## config.mk

```make
export PLATFORM = sky130hd
export DESIGN_NAME = pump_run_controller
export DESIGN_NICKNAME = d
export VERILOG_FILES = /design/src/hw/rtl/prc_pkg.sv /design/src/hw/rtl/prc_cfg.sv /design/src/hw/rtl/prc_core.sv /design/src/hw/rtl/pump_run_controller.sv
export SDC_FILE = /design/constraint.sdc
export NUM_CORES = 1
export LEC_CHECK = 0
export ABC_AREA = 0
export BUFFER_PORTS_ARGS = -buffer_cell sky130_fd_sc_hd__buf_2
export CAP_MARGIN = 20
export CORE_ASPECT_RATIO = 1.75
export CORE_UTILIZATION = 50
export CTS_BUF_LIST = sky130_fd_sc_hd__clkbuf_8
export DETAILED_ROUTE_END_ITERATION = 16
export GPL_ROUTABILITY_DRIVEN = 0
export PLACE_DENSITY_LB_ADDON = 0.08
export SYNTH_ARGS = -nofsm -noshare
export SYNTH_HDL_FRONTEND = slang
export SYNTH_HIERARCHICAL = 1
export SYNTH_SLANG_ARGS = --single-unit
```

## constraint.sdc

```tcl
create_clock -name aclk -period 6.5 [get_ports aclk]
set_clock_uncertainty 0.1 [all_clocks]
set_input_delay 1.3 -clock aclk [delete_from_list [all_inputs] [get_ports aclk]]
set_output_delay 1.3 -clock aclk [all_outputs]
set_load 0.03 [all_outputs]
```

## src/hw/rtl/prc_pkg.sv

```systemverilog
// shared types, constants and helper function of the pump run controller
package prc_pkg;

    localparam int TICKS_PER_MINUTE = 600;
    localparam int EMPTY_TRIGGER    = 20;
    localparam int STOP_TRIGGER     = 5;
    localparam int MIN_MINUTES      = 1;
    localparam int MAX_MINUTES      = 12;
    localparam int DEFAULT_MINUTES  = 3;

    localparam int MINUTES_W = 8;
    localparam int TIMER_W   = 14;
    localparam int EMPTY_W   = 5;
    localparam int STOP_W    = 3;
    localparam int EFF_W     = 4;

    localparam int IN_TDATA_W  = 8;
    localparam int OUT_TDATA_W = 24;

    localparam logic [MINUTES_W-1:0] MINUTES_RESET = MINUTES_W'(DEFAULT_MINUTES);
    localparam logic signed [TIMER_W-1:0] RELOAD_RESET =
        TIMER_W'(DEFAULT_MINUTES * TICKS_PER_MINUTE);

    typedef struct packed {
        logic button_pressed;
        logic tank_full;
        logic tank_empty;
    } tick_in_t;

    typedef struct packed {
        logic signed [TIMER_W-1:0] ticks_left;
        logic                      empty_indicator;
        logic                      full_indicator;
        logic                      pump_on;
    } tick_out_t;

    // run length in ticks for a given minutes setting, out of range acts as default
    function automatic logic signed [TIMER_W-1:0] reload_ticks(
        input logic [MINUTES_W-1:0] minutes
    );
        logic [EFF_W-1:0]   eff;
        logic [TIMER_W-1:0] prod;
        if ((minutes < MINUTES_W'(MIN_MINUTES)) || (minutes > MINUTES_W'(MAX_MINUTES))) begin
            eff = EFF_W'(DEFAULT_MINUTES);
        end else begin
            eff = minutes[EFF_W-1:0];
        end
        prod = TIMER_W'(eff) * TIMER_W'(TICKS_PER_MINUTE);
        return $signed(prod);
    endfunction

endpackage

```

## src/hw/rtl/prc_cfg.sv

```systemverilog
// run length register, keeps the reload value in ticks ready
module prc_cfg (
    input  logic                                  aclk,
    input  logic                                  aresetn,
    input  logic                                  cfg_valid,
    output logic                                  cfg_ready,
    input  logic [prc_pkg::MINUTES_W-1:0]         cfg_data,
    output logic signed [prc_pkg::TIMER_W-1:0]    reload_value
);

    logic signed [prc_pkg::TIMER_W-1:0] reload_reg;

    assign cfg_ready    = 1'b1;
    assign reload_value = reload_reg;

    always_ff @(posedge aclk) begin
        if (!aresetn) begin
            reload_reg <= prc_pkg::RELOAD_RESET;
        end else if (cfg_valid) begin
            reload_reg <= prc_pkg::reload_ticks(cfg_data);
        end
    end

endmodule

```

## src/hw/rtl/prc_core.sv

```systemverilog
// pump state registers and the per-tick update logic
module prc_core (
    input  logic                               aclk,
    input  logic                               aresetn,
    input  logic                               step,
    input  prc_pkg::tick_in_t                  tick_in,
    input  logic signed [prc_pkg::TIMER_W-1:0] reload_value,
    output prc_pkg::tick_out_t                 tick_out
);

    logic                               pump_reg, pump_next;
    logic                               manual_reg, manual_next;
    logic signed [prc_pkg::TIMER_W-1:0] timer_reg, timer_next;
    logic [prc_pkg::EMPTY_W-1:0]        empty_reg, empty_next;
    logic [prc_pkg::STOP_W-1:0]         stop_reg, stop_next;

    always_comb begin
        pump_next   = pump_reg;
        manual_next = manual_reg;
        timer_next  = timer_reg;
        empty_next  = empty_reg;
        stop_next   = stop_reg;

        // long empty spell starts an idle pump
        if (tick_in.tank_empty) begin
            if (empty_reg >= prc_pkg::EMPTY_W'(prc_pkg::EMPTY_TRIGGER)) begin
                if (!pump_reg) begin
                    timer_next = reload_value;
                    pump_next  = 1'b1;
                end
                empty_next = prc_pkg::EMPTY_W'(1);
            end else begin
                empty_next = empty_reg + prc_pkg::EMPTY_W'(1);
            end
        end else begin
            empty_next = '0;
        end

        // manual button toggles
        if (tick_in.button_pressed) begin
            if (!manual_reg) begin
                manual_next = 1'b1;
                pump_next   = 1'b1;
            end else begin
                manual_next = 1'b0;
                pump_next   = 1'b0;
                timer_next  = reload_value;
            end
        end

        // count down and watch for the stop condition
        if (pump_next) begin
            timer_next = timer_next - prc_pkg::TIMER_W'(1);
            if (timer_next[prc_pkg::TIMER_W-1] || (timer_next == '0) || tick_in.tank_full) begin
                if (stop_reg + prc_pkg::STOP_W'(1) >= prc_pkg::STOP_W'(prc_pkg::STOP_TRIGGER)) begin
                    pump_next  = 1'b0;
                    stop_next  = '0;
                    timer_next = reload_value;
                end else begin
                    stop_next = stop_reg + prc_pkg::STOP_W'(1);
                end
            end else begin
                stop_next = '0;
            end
        end
    end

    always_comb begin
        tick_out.pump_on         = pump_next;
        tick_out.full_indicator  = tick_in.tank_full;
        tick_out.empty_indicator = tick_in.tank_empty;
        tick_out.ticks_left      = timer_next;
    end

    always_ff @(posedge aclk) begin
        if (!aresetn) begin
            pump_reg   <= 1'b1;
            manual_reg <= 1'b0;
            timer_reg  <= prc_pkg::RELOAD_RESET;
            empty_reg  <= '0;
            stop_reg   <= '0;
        end else if (step) begin
            pump_reg   <= pump_next;
            manual_reg <= manual_next;
            timer_reg  <= timer_next;
            empty_reg  <= empty_next;
            stop_reg   <= stop_next;
        end
    end

endmodule

```

## src/hw/rtl/pump_run_controller.sv

```systemverilog
// top level of the pump run controller: stream ports, input and result registers
// Water tank pump controller, one input transfer per tick. Each tick carries the
// tank-empty, tank-full and button levels; each produces exactly one result
// transfer with the pump drive, the two level lamps and the run timer value left
// after that tick. Twenty-one consecutive empty ticks start an idle pump with a
// fresh run timer, the button toggles a manual start/stop, and five consecutive
// running ticks with the timer at or below zero or the tank full stop the pump.
// The pump runs right after reset. A tick passes through the input register and
// then the result register; a new tick is taken every cycle while the result side
// is not stalled, set by the single state update that sits between the input
// register and the result register. The run length register may be written on
// the cfg channel while no tick is in flight; it takes effect at the next timer reload.
module pump_run_controller (
    input  logic                                aclk,
    input  logic                                aresetn,
    // input ticks
    input  logic                                s_tvalid,
    output logic                                s_tready,
    input  logic [prc_pkg::IN_TDATA_W-1:0]      s_tdata,   // tank_empty, tank_full, button_pressed, zeros
    // results
    output logic                                m_tvalid,
    input  logic                                m_tready,
    output logic [prc_pkg::OUT_TDATA_W-1:0]     m_tdata,   // pump_on, full_indicator, empty_indicator, ticks_left[13:0], zeros
    // run length register write
    input  logic                                cfg_valid,
    output logic                                cfg_ready,
    input  logic [prc_pkg::MINUTES_W-1:0]       cfg_data
);

    logic                               in_valid_reg;
    prc_pkg::tick_in_t                  in_data_reg;
    logic                               out_valid_reg;
    prc_pkg::tick_out_t                 out_data_reg;
    prc_pkg::tick_out_t                 core_out;
    logic signed [prc_pkg::TIMER_W-1:0] reload_value;
    logic                               out_free;
    logic                               step;

    // result register can take a new item when empty or draining this cycle
    assign out_free = !out_valid_reg || m_tready;
    // input register moves on into the state update
    assign step     = in_valid_reg && out_free;
    assign s_tready = !in_valid_reg || out_free;

    prc_cfg u_cfg (
        .aclk         (aclk),
        .aresetn      (aresetn),
        .cfg_valid    (cfg_valid),
        .cfg_ready    (cfg_ready),
        .cfg_data     (cfg_data),
        .reload_value (reload_value)
    );

    prc_core u_core (
        .aclk         (aclk),
        .aresetn      (aresetn),
        .step         (step),
        .tick_in      (in_data_reg),
        .reload_value (reload_value),
        .tick_out     (core_out)
    );

    // input register
    always_ff @(posedge aclk) begin
        if (!aresetn) begin
            in_valid_reg <= 1'b0;
        end else if (s_tready) begin
            in_valid_reg <= s_tvalid;
        end
    end

    always_ff @(posedge aclk) begin
        if (s_tready && s_tvalid) begin
            in_data_reg.tank_empty     <= s_tdata[0];
            in_data_reg.tank_full      <= s_tdata[1];
            in_data_reg.button_pressed <= s_tdata[2];
        end
    end

    // result register
    always_ff @(posedge aclk) begin
        if (!aresetn) begin
            out_valid_reg <= 1'b0;
        end else if (out_free) begin
            out_valid_reg <= in_valid_reg;
        end
    end

    always_ff @(posedge aclk) begin
        if (step) begin
            out_data_reg <= core_out;
        end
    end

    assign m_tvalid = out_valid_reg;
    always_comb begin
        m_tdata        = '0;
        m_tdata[0]     = out_data_reg.pump_on;
        m_tdata[1]     = out_data_reg.full_indicator;
        m_tdata[2]     = out_data_reg.empty_indicator;
        m_tdata[16:3]  = out_data_reg.ticks_left;
    end

endmodule
```

**Yosys cells after proc, flatten, opt, wreduce, memory -nomap -nowiden**

Cells that the tools add are included.
Widths: inputs -> output; s select.

- Add/subtract/negate cells: 3
- Multipliers: 1
- $lt $le $gt $ge: 4
- Mux-type cells: 22
- Reduce and logical (&&, ||, !) cells: 12

Operator list:

| operator | count |
|---|---|
| $mux 14 | 8 |
| $logic_not 14->1 | 1 |
| $sub 14x2->14 const B | 1 |
| $mux 4 | 3 |
| $mul 4x7->11 const B | 1 |
| $mux 5 | 2 |
| $gt 8x4->1 const B | 1 |
| $lt 8x1->1 const B | 1 |
| $mux 1 | 7 |
| $mux 3 | 2 |
| $add 5x1->5 const B | 1 |
| $ge 5x5->1 const B | 1 |
| $logic_or 1x1->1 | 5 |
| $reduce_and 2->1 | 2 |
| $add 3x1->3 const B | 1 |
| $ge 3x3->1 const B | 1 |
| $logic_and 1x1->1 | 2 |
| $logic_not 1->1 | 2 |

- Bits in registers: 57
- Bits of input ports: 21
- Output and inout port bits: 27
- Logic and storage cells: 57

**Logic depth before layout (Yosys ltp)**

- Depth in word-level cells: 11
- Mapped depth: 17
- Mapped depth without buffers: 13

**Cells and area by module**

The synthesis kept the hierarchy.

By module, submodules not included:

| module | times used | cells an instance | area each (um^2) | sequential area each (um^2) |
|---|---|---|---|---|
| prc_core | 1 | 332 | 2,423.6 | 480.5 |
| prc_cfg | 1 | 101 | 904.6 | 220.2 |
| pump_run_controller | 1 | 37 | 760.7 | 640.6 |

**Worst setup path before layout**

OpenSTA, ideal clock, no wires.

- Kind: reg2reg
- Start: register u_core/empty_reg[2] (netlist name)
- End: register out_data_reg, in the netlist m_tdata[11] (data pin)
- Library setup time: 0.273 ns
- Data arrival time: 4.940 ns
- Required time: 6.127 ns
- Slack: 1.187 ns
- Stages on the path, launching flop included: 18
- Buffers on the path: 4
- Period minus slack after synthesis: 5.313 ns
- Cells stage by stage: dfxtp_1 clkbuf_1 o211ai_1 o21ai_2 clkbuf_1 clkbuf_1 mux2i_1 ha_1 or4b_1 or4_1 mux2_4 or3_1 a2111oi_4 a21o_2 buf_4 a211oi_1 o22ai_1 o31ai_1

RTL lines:

| item | RTL line | text |
|---|---|---|
| from (decl) | prc_core.sv:14 | `logic [prc_pkg::EMPTY_W-1:0] empty_reg, empty_next;` |
| from (signal assigned) | prc_core.sv:86 | `empty_reg <= empty_next;` |
| to (signal assigned) | pump_run_controller.sv:91 | `out_data_reg <= core_out;` |
| to (decl) | pump_run_controller.sv:33 | `prc_pkg::tick_out_t out_data_reg;` |

==> metrics.md <==
| Metric | Value |
|---|---|
| Core area | 7910 um^2 |
| CTS root buf | clkbuf_8 |
| Final setup violation count | 0 |
| Setup crit start | u_core/empty_reg[2] |
| GR Overflow Total | 0 |
| IO Count | 48 |
| Post-CTS Resized | 0 |
| CTS Hold Bufs | 0 |
| Avg Inst Size Synth | 8.70 um^2 |
| Area share of the largest cell type after synthesis | 18.1% |
| Fraction of layout cells with a size suffix above 1 | 14.9% |
| Setup TNS | 0 ns |
| Clock Path Buffers | 2 |
| Status | complete, no violations |
| Die W | 70.4 um |
| Cell count after placement | 576 |
| Max cap viols | 0 |
| Max VDD drop | 0.116 mV |
| Period utilization | 79.2% |
| Total number of vias | 3565 |
| Row cnt | 43 |
| Wire per inst | 16.8 um |
| Reg-to-Reg Start | u_core/empty_reg[2] |
| Die Y | 122 um |
| Synth top area cells | dfxtp_1 18%, edfxtp_1 15%, ha_1 5.8%, mux2i_1 4.7%, nor2_1 4.4% |
| Area delta synth->final | 9.46% |
| Vias/cell | 6.02 |
| Unrepaired setup endpoints after global routing | false |
| Initial antenna violation count | 0 |
| Slew Limit Fails | 0 |
| Unique masters post-synth | 79 |
| H-tree depth | 3 |
| Most frequent cells in the layout | 48 x nor2_1, 37 x dfxtp_1, 36 x nand2_1 |
| Worst path arrival time | 5.12 ns |
| Vias in the first global route | 3403 |
| Mapped Cells | 470 |
| Worst-Margin Slew | 0.885 ns |
| Mapped Area | 4090 um^2 |
| Hold depth | 2 |
| Power per Cell Area | 221 nW/um^2 |
| Tot GR Track Use | 24.8% |
| Number of flip-flops under the largest register name | 17 |
| Starting DRT DRC Count | 191 |
| Worst hold path class | reg -> reg |
| Share of synthesized registers carrying an async set or reset | 0% |
| Leading cell type in the layout, fill and taps excluded | nor2_1 |
| ANT nets after route | 0 |
| Worst R2R Path Depth | 13 |
| Largest net degree at the start of global routing | 48 |
| Max_slew headroom | 41.0% |
| Number of CTS-inserted buffers | 9 |
| CP required | 6.47 ns |
| Full die area | 8560 um^2 |
| Largest area contributor in the netlist | dfxtp_1 |
| Port Buf Inserts | 34 |
| Dominant synthesized flop cell | dfxtp_1 |
| Starting Density | 51.7% |
| Total Power | 0.991 mW |
| Clock sink count | 57 |
| Reg2Reg Capture Point | m_tdata[11] |
| Leakage power | 1.80 nW |
| Peak Freq | 194 MHz |
| CTS tree | built |
| First-pass iteration count of the detailed router | 4 |
| CP startpoint kind | flip-flop |
| Reg clk slew, reported paths | 0.07 ns |
| Worst Setup Path Type | reg -> reg |
| Worst-Skew Late Latency | 0.35 ns |
| DP Area | 4230 um^2 |
| Global-route wire length before repair | 16400 um |
| YS warnings | 6 |
| Worst Path Max Fanout | 9 |
| DRC Markers | 0 |
| Post-CTS Setup Inserts | 0 |
| Worst setup EP type | flip-flop |
| Sequential element share of the synthesized area | 32.8% |
| HPWL Detailed | 7440 um |
| Worst Setup EP | m_tdata[11] |
| Drt total wl | 9950 um |
| Number of synthesized flops with an enable pin | 20 |
| Diodes inserted | 0 |
| Layout Nets | 538 |
| R2r setup slk | 1.35 ns |
| Post-layout instance area | 4480 um^2 |
| Layout Cells excl Fill | 592 |
| Final hold vios | 0 |
| Tmin final | 5.15 ns |
| Yosys reg bits | 57 |
==> routing by layer <==
| metal | vias up | global-route usage [%] | share of wire, % |
|---|---|---|---|
| met2 | 88 | 44.8 | 54 |
| met4 | 0 | 14.4 | 4.7 |
| met5 | - | 0 | 0 |
| met3 | 30 | 5.38 | 4.6 |
| li1 | 1756 | - | - |
| met1 | 1691 | 26.0 | 37 |
==> critical path, cell delays in order, from the launching register on <==
cell       delay (ns)
dfxtp_1          0.45
o211ai_1         0.22
o21ai_2          0.34
mux2i_1          0.38
ha_1             0.36
or4b_1           0.51
or4_1            0.41
mux2_4           0.32
o21ai_1          0.23
a2111oi_4        0.13
a21oi_2          0.49
nand2_1          0.20
a2111oi_0        0.60
o31ai_1          0.13
==> worst min-delay path by stage <==
| stage | from | to | slack [ns] |
|---|---|---|---|
| finish | u_core/empty_reg[1] | u_core/empty_reg[1] | 0.40 |
| global route | u_core/empty_reg[1] | u_core/empty_reg[1] | 0.45 |
| CTS | u_core/empty_reg[1] | u_core/empty_reg[1] | 0.41 |
| detailed placement | u_core/empty_reg[1] | u_core/empty_reg[1] | 0.40 |
| global placement | u_core/empty_reg[1] | u_core/empty_reg[1] | 0.39 |
| floorplan | u_cfg/reload_value[3] | u_cfg/reload_value[3] | 0.37 |
==> through the flow <==
step           setup slack, ns  hold WS [ns]  utilization (%)
3_3_place_gp              1.40         0.394             53.5
4_1_cts                   1.36         0.412             56.6
2_1_floorplan             1.19         0.366                -
6_report                  1.35         0.403             56.6
3_5_place_dp              1.37         0.404             53.5
5_1_grt                   1.02         0.448             56.6
==> area by class of cell <==
type | instances | area (um^2)
Clock buffer | 10 | 138
Clock inverter | 6 | 106
Fill cell | 732 | 3430
Inverter | 23 | 86.3
Multi-Input combinational cell | 368 | 2490
Sequential cell | 57 | 1340
Tap cell | 90 | 113
Timing Repair Buffer | 38 | 200
==> synthesized netlist by cell type, types with 7 or more instances <==
library cell / number
xnor2_1: 13
mux2i_1: 19
inv_1: 21
clkbuf_1: 10
ha_1: 19
a21oi_1: 22
nor2_1: 48
edfxtp_1: 20
nand2_1: 36
dfxtp_1: 37
xor2_1: 8
nor4_1: 8
o211ai_1: 7
a211oi_1: 9
nand4_1: 7
nor2b_1: 9
o21ai_0: 23
nor3_1: 15
nand3_1: 15
buf_4: 15
and3_1: 7
o21ai_1: 9
==> power breakdown <==
part | internal (mW) | total (mW) | switching, mW
logic | 0.0623 | 0.172 | 0.110
registers | 0.392 | 0.412 | 0.0207
clock network | 0.263 | 0.406 | 0.143
total | 0.717 | 0.991 | 0.274
==> cell families (layout without fill, tap and decap cells) <==
family | count (synthesis) | after routing | synth area share (%)
and+or+nand+nor | 174 | 174 | 22.2
adders and majority gates | 20 | 20 | 6.30
DFF | 57 | 57 | 32.8
AOI/OAI and AO/OA | 120 | 120 | 21.1
xor gates and xnor gates | 21 | 21 | 4.50
buffers and inverters | 53 | 77 | 7.19
other | 3 | 11 | 0.275
muxes | 22 | 22 | 5.57
(Power assumes the default switching activity.)
